`config.mk`:
```
export PLATFORM = sky130hd
export DESIGN_NAME = double_ended_queue_unit_flat
export DESIGN_NICKNAME = d
export VERILOG_FILES = /design/src/dq_pkg.sv /design/src/dq_if.sv /design/src/double_ended_queue_unit.sv /design/src/dq_ctrl.sv /design/src/dq_dpath.sv /design/src/flat_wrapper.sv
export SDC_FILE = /design/constraint.sdc
export NUM_CORES = 1
export LEC_CHECK = 0
export BUFFER_PORTS_ARGS = -buffer_cell sky130_fd_sc_hd__clkbuf_2
export CAP_MARGIN = 5
export CORE_MARGIN = 5
export CORE_UTILIZATION = 64
export CTS_BUF_LIST = sky130_fd_sc_hd__clkbuf_4 sky130_fd_sc_hd__clkbuf_8
export CTS_CLUSTER_SIZE = 10
export DETAILED_ROUTE_END_ITERATION = 10
export PLACE_DENSITY = 0.86
export SYNTH_ARGS = -nofsm -noshare
export SYNTH_HDL_FRONTEND = slang
export SYNTH_SLANG_ARGS = --single-unit
```
`constraint.sdc`:
```
create_clock -name i_clk -period 5.15 [get_ports i_clk]
set_input_delay 0.2575 -clock i_clk [delete_from_list [all_inputs] [get_ports i_clk]]
set_output_delay 0.2575 -clock i_clk [all_outputs]
set_load 0.01 [all_outputs]
```
`src/dq_pkg.sv`:
```
// dq_pkg: shared types and constants of the double-ended queue unit
// no dependencies; used by every other file of the block
`default_nettype none

package dq_pkg;

    localparam int FUNC_W   = 3;
    localparam int WORD_W   = 32;
    localparam int STATUS_W = 2;

    localparam logic [WORD_W-1:0] EMPTY_WORD = '1;

    // operation codes, the unused codes act as a query
    typedef enum logic [FUNC_W-1:0] {
        OP_PUSH_BACK  = 3'd0,
        OP_PUSH_FRONT = 3'd1,
        OP_POP_FRONT  = 3'd2,
        OP_POP_BACK   = 3'd3,
        OP_QUERY      = 3'd4
    } t_op;

    typedef enum logic [STATUS_W-1:0] {
        ST_OK        = 2'd0,
        ST_UNDERFLOW = 2'd1,
        ST_OVERFLOW  = 2'd2
    } t_status;

    typedef enum logic [1:0] {
        S_IDLE,
        S_EXEC,
        S_READ,
        S_LOAD
    } t_dq_state;

    // controller to datapath
    typedef struct packed {
        logic capture;
        logic exec;
        logic read;
        logic load;
    } t_dq_cmd;

endpackage

`default_nettype wire

```
`src/dq_if.sv`:
```
// dq_req_if, dq_rsp_if: valid/ready channels of the double-ended queue unit
// depends on dq_pkg
`default_nettype none

interface dq_req_if;
    logic                        valid;
    logic                        ready;
    logic [dq_pkg::FUNC_W-1:0]   func;
    logic signed [dq_pkg::WORD_W-1:0] value;

    modport source (output valid, output func, output value, input ready);
    modport sink   (input valid, input func, input value, output ready);
endinterface

interface dq_rsp_if #(
    parameter int CNT_W = 5
);
    logic                               valid;
    logic                               ready;
    logic signed [dq_pkg::WORD_W-1:0]   front_value;
    logic signed [dq_pkg::WORD_W-1:0]   back_value;
    logic [CNT_W-1:0]                   item_count;
    logic                               is_empty;
    logic [dq_pkg::STATUS_W-1:0]        status;

    modport source (output valid, output front_value, output back_value,
                    output item_count, output is_empty, output status, input ready);
    modport sink   (input valid, input front_value, input back_value,
                    input item_count, input is_empty, input status, output ready);
endinterface

`default_nettype wire

```
`src/double_ended_queue_unit.sv`:
```
// double_ended_queue_unit: bounded deque of signed words over a ring memory
// an accepted request word passes the update, memory read and load states in turn
// a new request word waits until the last one is loaded; load stalls on a held result
// the memory write of an update must land before the registered front/back read
// reset: synchronous active-low i_rst_n empties the deque; stored words are not cleared
`default_nettype none

module double_ended_queue_unit #(
    parameter int DEPTH = 16
) (
    input  wire logic   i_clk,
    input  wire logic   i_rst_n,
    dq_req_if.sink      i_req,
    dq_rsp_if.source    o_rsp
);
    import dq_pkg::*;

    // pointer and count widths follow the depth
    localparam int PTR_W = (DEPTH > 1) ? $clog2(DEPTH) : 1;
    localparam int CNT_W = $clog2(DEPTH + 1);

    // command bundle from the sequencer to the datapath
    t_dq_cmd cmd;

    // sequencer: request word taken only in idle, result word held until taken
    dq_ctrl u_ctrl (
        .i_clk       (i_clk),
        .i_rst_n     (i_rst_n),
        .i_in_valid  (i_req.valid),
        .o_in_ready  (i_req.ready),
        .o_out_valid (o_rsp.valid),
        .i_out_ready (o_rsp.ready),
        .o_cmd       (cmd)
    );

    // datapath: ring memory with head pointer and count, result register
    // the result register frees the input side while a word waits downstream
    dq_dpath #(
        .DEPTH (DEPTH),
        .PTR_W (PTR_W),
        .CNT_W (CNT_W)
    ) u_dpath (
        .i_clk         (i_clk),
        .i_rst_n       (i_rst_n),
        .i_cmd         (cmd),
        .i_func        (i_req.func),
        .i_value       (i_req.value),
        .o_front_value (o_rsp.front_value),
        .o_back_value  (o_rsp.back_value),
        .o_item_count  (o_rsp.item_count),
        .o_is_empty    (o_rsp.is_empty),
        .o_status      (o_rsp.status)
    );

endmodule

`default_nettype wire

```
`src/dq_ctrl.sv`:
```
// dq_ctrl: sequencing state machine and result valid flag
// depends on dq_pkg
`default_nettype none

module dq_ctrl (
    input  wire logic           i_clk,
    input  wire logic           i_rst_n,
    input  wire logic           i_in_valid,
    output logic                o_in_ready,
    output logic                o_out_valid,
    input  wire logic           i_out_ready,
    output dq_pkg::t_dq_cmd     o_cmd
);
    import dq_pkg::*;

    t_dq_state r_state, n_state;
    logic      r_out_valid, n_out_valid;
    logic      out_free;

    assign out_free = !r_out_valid || i_out_ready;

    always_comb begin
        n_state = r_state;
        case (r_state)
            S_IDLE: if (i_in_valid) n_state = S_EXEC;
            S_EXEC: n_state = S_READ;
            S_READ: n_state = S_LOAD;
            S_LOAD: if (out_free) n_state = S_IDLE;
            default: n_state = S_IDLE;
        endcase
    end

    always_comb begin
        o_cmd      = '0;
        o_in_ready = 1'b0;
        case (r_state)
            S_IDLE: begin
                o_in_ready  = 1'b1;
                o_cmd.capture = i_in_valid;
            end
            S_EXEC: o_cmd.exec = 1'b1;
            S_READ: o_cmd.read = 1'b1;
            S_LOAD: o_cmd.load = out_free;
            default: o_cmd = '0;
        endcase
    end

    always_comb begin
        if (o_cmd.load) begin
            n_out_valid = 1'b1;
        end else if (i_out_ready) begin
            n_out_valid = 1'b0;
        end else begin
            n_out_valid = r_out_valid;
        end
    end

    always_ff @(posedge i_clk) begin
        if (!i_rst_n) begin
            r_state     <= S_IDLE;
            r_out_valid <= 1'b0;
        end else begin
            r_state     <= n_state;
            r_out_valid <= n_out_valid;
        end
    end

    assign o_out_valid = r_out_valid;

endmodule

`default_nettype wire

```
`src/dq_dpath.sv`:
```
// dq_dpath: ring memory, head pointer, count and result registers
// depends on dq_pkg; driven by dq_ctrl commands
`default_nettype none

module dq_dpath #(
    parameter int DEPTH = 16,
    parameter int PTR_W = (DEPTH > 1) ? $clog2(DEPTH) : 1,
    parameter int CNT_W = $clog2(DEPTH + 1)
) (
    input  wire logic                           i_clk,
    input  wire logic                           i_rst_n,
    input  wire dq_pkg::t_dq_cmd                i_cmd,
    input  wire logic [dq_pkg::FUNC_W-1:0]      i_func,
    input  wire logic signed [dq_pkg::WORD_W-1:0] i_value,
    output logic signed [dq_pkg::WORD_W-1:0]    o_front_value,
    output logic signed [dq_pkg::WORD_W-1:0]    o_back_value,
    output logic [CNT_W-1:0]                    o_item_count,
    output logic                                o_is_empty,
    output logic [dq_pkg::STATUS_W-1:0]         o_status
);
    import dq_pkg::*;

    localparam logic [PTR_W-1:0] LAST_IDX = PTR_W'(DEPTH - 1);
    localparam logic [PTR_W:0]   DEPTH_W  = (PTR_W + 1)'(DEPTH);
    localparam logic [CNT_W-1:0] FULL_CNT = CNT_W'(DEPTH);

    logic [WORD_W-1:0] mem [DEPTH];

    logic [FUNC_W-1:0] r_func;
    logic [WORD_W-1:0] r_value;
    logic [PTR_W-1:0]  r_head, n_head;
    logic [CNT_W-1:0]  r_count, n_count;
    t_status           r_status, n_status;
    logic [WORD_W-1:0] r_front_rd, r_back_rd;

    logic              wr_en;
    logic [PTR_W-1:0]  wr_addr;
    logic [PTR_W-1:0]  back_addr;
    logic              is_full, is_empty;

    logic signed [WORD_W-1:0] r_o_front, r_o_back;
    logic [CNT_W-1:0]         r_o_count;
    logic                     r_o_empty;
    logic [STATUS_W-1:0]      r_o_status;

    // ring add of two in-range offsets, result stays below twice the depth
    function automatic logic [PTR_W-1:0] ring_add(input logic [PTR_W-1:0] a,
                                                  input logic [PTR_W-1:0] b);
        logic [PTR_W:0] sum;
        sum = {1'b0, a} + {1'b0, b};
        if (sum >= DEPTH_W) sum = sum - DEPTH_W;
        return sum[PTR_W-1:0];
    endfunction

    assign is_full  = (r_count == FULL_CNT);
    assign is_empty = (r_count == '0);

    always_comb begin
        n_head   = r_head;
        n_count  = r_count;
        n_status = ST_OK;
        wr_en    = 1'b0;
        wr_addr  = ring_add(r_head, r_count[PTR_W-1:0]);
        case (t_op'(r_func))
            OP_PUSH_BACK: begin
                if (is_full) begin
                    n_status = ST_OVERFLOW;
                end else begin
                    wr_en   = 1'b1;
                    n_count = r_count + 1'b1;
                end
            end
            OP_PUSH_FRONT: begin
                if (is_full) begin
                    n_status = ST_OVERFLOW;
                end else begin
                    n_head  = (r_head == '0) ? LAST_IDX : r_head - 1'b1;
                    wr_addr = n_head;
                    wr_en   = 1'b1;
                    n_count = r_count + 1'b1;
                end
            end
            OP_POP_FRONT: begin
                if (is_empty) begin
                    n_status = ST_UNDERFLOW;
                end else begin
                    n_head  = (r_head == LAST_IDX) ? '0 : r_head + 1'b1;
                    n_count = r_count - 1'b1;
                end
            end
            OP_POP_BACK: begin
                if (is_empty) begin
                    n_status = ST_UNDERFLOW;
                end else begin
                    n_count = r_count - 1'b1;
                end
            end
            default: n_status = ST_OK;
        endcase
    end

    // count minus one wraps when empty; that read is masked at load
    assign back_addr = ring_add(r_head, PTR_W'(r_count - 1'b1));

    always_ff @(posedge i_clk) begin
        if (i_cmd.exec && wr_en) begin
            mem[wr_addr] <= r_value;
        end
        if (i_cmd.read) begin
            r_front_rd <= mem[r_head];
            r_back_rd  <= mem[back_addr];
        end
    end

    always_ff @(posedge i_clk) begin
        if (!i_rst_n) begin
            r_head   <= '0;
            r_count  <= '0;
            r_status <= ST_OK;
        end else if (i_cmd.exec) begin
            r_head   <= n_head;
            r_count  <= n_count;
            r_status <= n_status;
        end
    end

    always_ff @(posedge i_clk) begin
        if (i_cmd.capture) begin
            r_func  <= i_func;
            r_value <= i_value;
        end
        if (i_cmd.load) begin
            r_o_front  <= is_empty ? EMPTY_WORD : r_front_rd;
            r_o_back   <= is_empty ? EMPTY_WORD : r_back_rd;
            r_o_count  <= r_count;
            r_o_empty  <= is_empty;
            r_o_status <= r_status;
        end
    end

    assign o_front_value = r_o_front;
    assign o_back_value  = r_o_back;
    assign o_item_count  = r_o_count;
    assign o_is_empty    = r_o_empty;
    assign o_status      = r_o_status;

endmodule

`default_nettype wire

```
`src/flat_wrapper.sv`:
```
// flat-port wrapper written by rule: the top's interface ports become plain ports
module double_ended_queue_unit_flat import dq_pkg::*;
#(
    parameter int DEPTH = 16
)
  (i_clk, i_rst_n, i_req_valid, i_req_func, i_req_value, i_req_ready, o_rsp_valid, o_rsp_front_value, o_rsp_back_value, o_rsp_item_count, o_rsp_is_empty, o_rsp_status, o_rsp_ready);
  dq_req_if i_req_i ();
  dq_rsp_if o_rsp_i ();
  input  wire logic i_clk;
  input  wire logic i_rst_n;
  input wire logic [$bits(i_req_i.valid)-1:0] i_req_valid;
  input wire logic [$bits(i_req_i.func)-1:0] i_req_func;
  input wire logic [$bits(i_req_i.value)-1:0] i_req_value;
  output wire logic [$bits(i_req_i.ready)-1:0] i_req_ready;
  output wire logic [$bits(o_rsp_i.valid)-1:0] o_rsp_valid;
  output wire logic [$bits(o_rsp_i.front_value)-1:0] o_rsp_front_value;
  output wire logic [$bits(o_rsp_i.back_value)-1:0] o_rsp_back_value;
  output wire logic [$bits(o_rsp_i.item_count)-1:0] o_rsp_item_count;
  output wire logic [$bits(o_rsp_i.is_empty)-1:0] o_rsp_is_empty;
  output wire logic [$bits(o_rsp_i.status)-1:0] o_rsp_status;
  input wire logic [$bits(o_rsp_i.ready)-1:0] o_rsp_ready;
  assign i_req_i.valid = i_req_valid;
  assign i_req_i.func = i_req_func;
  assign i_req_i.value = i_req_value;
  assign i_req_ready = i_req_i.ready;
  assign o_rsp_valid = o_rsp_i.valid;
  assign o_rsp_front_value = o_rsp_i.front_value;
  assign o_rsp_back_value = o_rsp_i.back_value;
  assign o_rsp_item_count = o_rsp_i.item_count;
  assign o_rsp_is_empty = o_rsp_i.is_empty;
  assign o_rsp_status = o_rsp_i.status;
  assign o_rsp_i.ready = o_rsp_ready;
  double_ended_queue_unit #(.DEPTH(DEPTH)) u_core (.i_clk(i_clk), .i_rst_n(i_rst_n), .i_req(i_req_i), .o_rsp(o_rsp_i));
endmodule
```
== Word-level counts from Yosys, hierarchy flattened ==
Memory sizes are Yosys's and may differ from the RTL's. A register that Yosys moved wholly into a read port is not among the register bits.
Cells that the tools add are included.

* Flip-flop bits (word level): 121
* Bits in writable memories: 512
* Bits of input ports: 39
* Output and inout port bits: 74
* Logic and storage cells: 81
* Memories: 1

{| class="wikitable"
|+ Memories
! memory !! depth !! bits a word !! rd ports !! clocked after memory_dff !! wr ports !! line !! RTL
|-
| u_core.u_dpath.mem || 16 || 32 || 2 || 2 || 1 || dq_dpath.sv:27 || <nowiki>logic [WORD_W-1:0] mem [DEPTH];</nowiki>
|}

* Add/sub/neg operators: 8
* Order comparisons: 2
* Equal/unequal tests: 14
* Muxes and demuxes: 29
* Reduce and logical (&&, ||, !) cells: 15

{| class="wikitable"
|+ Operator list
! cell !! count
|-
| 4-bit 2-to-1 mux || 8
|-
| 1-bit 2-to-1 mux || 12
|-
| 2-bit != test (second input constant) || 6
|-
| 4-bit by 1-bit subtractor with 4-bit output (second input constant) || 3
|-
| 4-bit by 4-bit adder with 5-bit output || 2
|-
| 5-bit >= comparator (second input constant) || 2
|-
| 5-bit 2-to-1 mux || 2
|-
| 5-bit one-hot mux with 2 select lines || 1
|-
| 2-bit one-hot mux with 4 select lines || 1
|-
| 4-bit one-hot mux with 2 select lines || 1
|-
| 4-bit AND reduction || 2
|-
| 3-bit by 2-bit == test with 1-bit output (second input constant) || 2
|-
| 2-bit 2-to-1 mux || 3
|-
| 2-bit nonzero test || 3
|-
| 5-bit by 1-bit adder with 5-bit output (second input constant) || 1
|-
| 5-bit == test (second input constant) || 1
|-
| 5-bit zero test || 1
|-
| 5-bit by 1-bit subtractor with 5-bit output (second input constant) || 1
|-
| 4-bit by 1-bit adder with 4-bit output (second input constant) || 1
|-
| 2-bit == test (second input constant) || 2
|-
| 4-bit == test (second input constant) || 1
|-
| 4-bit zero test || 1
|-
| 2-bit one-hot mux with 2 select lines || 1
|-
| 2-bit OR reduction || 2
|-
| 8 further kinds || 8
|}

== Longest topological paths before layout ==
* Depth in word-level cells: 6
* Depth in mapped cells: 9
* Depth with buffers taken out: 8

== Cells and area by module ==
A second synthesis with hierarchy kept.

* Cells, all modules: 1532
* Area, all modules: 30499.3 µm²

{| class="wikitable"
|+ Modules (own cells, without submodules)
! module !! instances !! cells an instance !! area an instance (µm²) !! seq. area each (µm²)
|-
| dq_dpath || 1 || 1510 || 30290.3 || 20729.9
|-
| dq_ctrl || 1 || 22 || 209.0 || 60.1
|}

== Worst setup path before layout ==
OpenSTA, ideal clock, no wires.

* Path type: register -> register
* Start: register u_core.u_dpath.r_head[1]
* End: memory u_core.u_dpath.mem[13][0] (enable)
* Library setup time: 461 ps
* Arrival time: 4199 ps
* Data required time: 4689 ps
* Setup slack: 490 ps
* Cell stages (with the launch flop): 9
* Path buffers: 2
* Period minus slack after synthesis: 4660 ps
* Path through: dfxtp_1 buf_2 inv_1 clkbuf_1 ha_1 o21ba_2 o31ai_2 a211oi_4 nor3_1

* Word-level cells in the longest chain between the ends: 5
* Elaborated cells on any way between the ends: 9
* Classes of those cells: 3 x add/sub; 1 x order compare; 4 x mux; 1 x reduce/logical

{| class="wikitable"
|+ RTL lines
! item !! line !! RTL
|-
| start: declaration || dq_dpath.sv:31 || <nowiki>logic [PTR_W-1:0] r_head, n_head;</nowiki>
|-
| start signal: assignment || dq_dpath.sv:121 || <nowiki>r_head <= n_head;</nowiki>
|-
| 4-bit by 4-bit adder with 5-bit output || dq_dpath.sv:50 || <nowiki>sum = {1'b0, a} + {1'b0, b};</nowiki>
|-
| 4-bit by 1-bit subtractor with 4-bit output or 5-bit >= comparator (tied branches) || dq_dpath.sv:51 || <nowiki>if (sum >= DEPTH_W) sum = sum - DEPTH_W;</nowiki>
|-
| 4-bit 2-to-1 mux || dq_dpath.sv:51 ||
|-
| 4-bit 2-to-1 mux || dq_dpath.sv:74 || <nowiki>if (is_full) begin</nowiki>
|-
| 4-bit 2-to-1 mux (*) || dq_dpath.sv:64 || <nowiki>case (t_op'(r_func))</nowiki>
|-
| end: declaration || dq_dpath.sv:27 ||
|}

Mark *: on every way between the ends. The rest lies on a longest branch, timed or not.

== Worst setup path in the final report ==
* Start: register u_core.u_dpath.r_head[0]
* End: memory u_core.u_dpath.mem[6][13] (enable)

Same word-level chain as after synthesis.

==> summary.md <==
| Metric | Value |
|---|---|
| Status | finished clean |
| IO Pins | 113 |
| CTS Root Cell | clkbuf_8 |
| Synth Instances | ~1500 |
| Die Y | around 230 µm |
| Lkg Pwr | 11.3 nW |
| Pwr dens | 492 nW/µm² |
| Endpoints failing hold | 0 |
| Diodes inserted | 0 |
| First-pass GRT wire length | 104000 µm |
| # fillers | 2646 |
| Number of CTS-inserted buffers | 106 |
| Post-layout util | 72.1% |
| Fin. max-slew vios | 0 |
| All-Layer GR Usage | between 20% and 30% |
| Largest net degree at the start of global routing | 102 |
| Commonest non-fill, non-tap cell in the layout | edfxtp_1 |
| Max Cap Viol | 0 |
| Final Skew | about 35 ps |
| CTS tree | done |
| Die W | 228 µm |
| DR DRC count | 0 |
| Syn_nets | 1547 |
| Part of the cycle the worst path needs | just over 70% |
| Final Cell Area | about 34000 µm² |
| Starting Density | between 60% and 70% |
| Share of cells above drive strength 1 | between 30% and 40% |
| Vias in the first global route | between 15000 and 20000 |
| Post-synth ARST share | 0% |
| Worst-margin pin slew | 1220 ps |
| Crit path cell chain | buf_12 > o21ba_2 > o31ai_2 > a211o_4 > nor3_2 > buf_4 |
| Final ANT Viol Nets | 0 |
| Crit path time final | ~3600 ps |
| Synth unique cells | 53 |
| Setup TNS Final | 0 ps |
| # setup viols final | 0 |
| Worst-path clk slew | ~70 ps |
| Cts hold-fix bufs | 38 |
| First DRT Iteration DRCs | 1941 |
| DP HPWL | around 39000 µm |
| Synth Register Bits | roughly 700 |
| GP Congestion | a little under 0.8 |
| Critical path launch point type | register |
| Largest cells by area after synthesis | edfxtp_1 67%, mux4_2 19%, mux2i_1 4.4% |
| Vias per std cell | 6.76 |
| # resized after CTS | 0 |
| # Post-CTS Setup Buffers | 0 |
| Post-synth EDFFs | between 600 and 700 |
| H-tree Lvls | 3 |
| DRT Wirelength | 67600 µm |
| Congestion Overflow GR | 0 |
| Leading cell types in the layout, fill and taps excluded | 683 x edfxtp_1, 256 x mux4_2, 133 x mux2i_1 |
| Clock sink count | between 600 and 700 |
| Top_reg_cell synth | edfxtp_1 |
| P&R area growth vs syn | 12.3% |
| Critical Path AT | a little under 4000 ps |
| VDD IR-drop max | 0.000301 V |
| Critical Setup Path Class | reg2reg |
| Placed cell areas | around 32000 µm² |
| Synth warn | 0 |
| RSZ-0062 raised after global routing | false |
| Register area share after synthesis | 68.3% |
| Fmax | about 270 MHz |
| PortBufs | about 110 |
| Clock Tree Buf Depth | 3 |
| Routed length per instance | roughly 28 µm |
| Final Net Count | 1752 |
| Die ar. | between 50000 and 60000 µm² |
| Max stage delay on crit path | around 890 ps |
| Core area | 47400 µm² |
| Crit path capture type | register |
| Cell count after placement | approximately 2200 |
| Pre-Repair DR Iteration Count | 5 |
| Clock Latency Late Sink | 690 ps |
| Worst min-delay path class | in2reg |
| WP data required | around 5400 ps |
| Synthesized area per cell | 20.4 µm² |
| Synth top area share | between 60% and 70% |
| Cell taking the most area after synthesis | edfxtp_1 |
| Synth Cell Area | ~30000 µm² |
| Via count | around 16000 |
| Initial antenna violation count | 1 |
| Crit Path Max Fanout | between 100 and 150 |
| Post-Layout Cell Count | ~2400 |
| Slowest-stage cell, CP | dfxtp_4 |
| Rows | 80 |
| Slew margin rel. | a little under a fifth |
metal layers:
layer  global-route usage (%)  share of wire (%)
met1                     35.6                 37
met3                     4.73                9.0
met2                     43.8                 51
met4                     10.3                3.3
met5                        0                  0
kinds of logic after synthesis:
| kind of cell | after synthesis | share of synthesized area (%) |
|---|---|---|
| AOI/OAI and AO/OA | 108 | 2.41 |
| xor gates and xnor gates | 12 | 0.415 |
| adders and majority gates | 17 | 0.748 |
| buffers and inverters | 112 | 1.73 |
| DFF | 697 | 68.3 |
| muxes | 389 | 23.3 |
| and+or+nand+nor | 156 | 3.15 |
area by class of cell:
| type | instances | area [µm²] | share of cell area, % |
|---|---|---|---|
| clock buffers | 142 | 1760 | 5.15 |
| clock inverters | 37 | 185 | 0.542 |
| inverters | 12 | 45.0 | 0.132 |
| multi-input cells | 682 | 9290 | 27.2 |
| flip-flops and latches | 697 | 20800 | 60.8 |
| well taps | 615 | 769 | 2.25 |
| repair buffers | 197 | 1340 | 3.93 |
final timing paths:
path / from / end / slack (ps) / depth (start not counted)
max reg2reg: u_core.u_dpath.r_head[0]$_SDFFE_PN0P_ / u_core.u_dpath.mem[6][13]$_DFFE_PP_ / 1500 / 6
min reg2reg: u_core.u_dpath.r_status[1]$_SDFFE_PN0N_ / u_core.u_dpath.o_status[1]$_DFFE_PP_ / 430 / 0
min: i_req_value[22] / u_core.u_dpath.r_value[22]$_DFFE_PP_ / 280 / 2
max: u_core.u_dpath.r_head[0]$_SDFFE_PN0P_ / u_core.u_dpath.mem[6][13]$_DFFE_PP_ / 1500 / 6
registers in the layout, summed over array words and instances (netlist names), 2 cells and up:
name / flops
u_core.u_dpath.mem: 512
u_core.u_dpath.o_back_value: 32
u_core.u_dpath.o_front_value: 32
u_core.u_dpath.r_back_rd: 32
u_core.u_dpath.r_front_rd: 32
u_core.u_dpath.r_value: 32
u_core.u_dpath.o_item_count: 5
u_core.u_dpath.r_count: 5
u_core.u_dpath.r_head: 4
u_core.u_dpath.r_func: 3
u_core.u_ctrl.r_state: 2
u_core.u_dpath.o_status: 2
u_core.u_dpath.r_status: 2
critical path: cells and delay by family (launching register included):
kind | cells | cell delay [ps]
AOI/OAI and AO/OA | 3 | 860
buffers and inverters | 2 | 1210
DFF | 1 | 890
and+or+nand+nor | 1 | 220
stage by stage:
stage,hold WS (ps),setup slack (ps),power [mW]
after CTS,222,1390,16.9
after floorplan,356,490,11.2
after global placement,417,1530,12.5
after global routing,259,1260,17.6
final,279,1500,16.8
after detailed placement,421,1420,12.7
power by group:
part	internal (mW)	total, mW	switching [mW]
sequential	7.18	7.60	0.423
clock	2.24	4.24	1.99
combinational	2.32	4.99	2.68
total	11.7	16.8	5.10
Yosys cell counts, types with 5 or more instances:
library cell	n
ha_1	15
nand2_1	5
nor3_1	19
or2_2	64
mux4_2	256
edfxtp_1	683
nor2_1	10
xor2_1	6
clkbuf_1	42
buf_4	10
inv_1	12
and2_1	34
a211oi_1	36
buf_2	42
a21oi_1	43
o21ai_0	6
dfxtp_1	14
mux2i_1	133
Note: power is estimated with default switching activity, not from simulation.
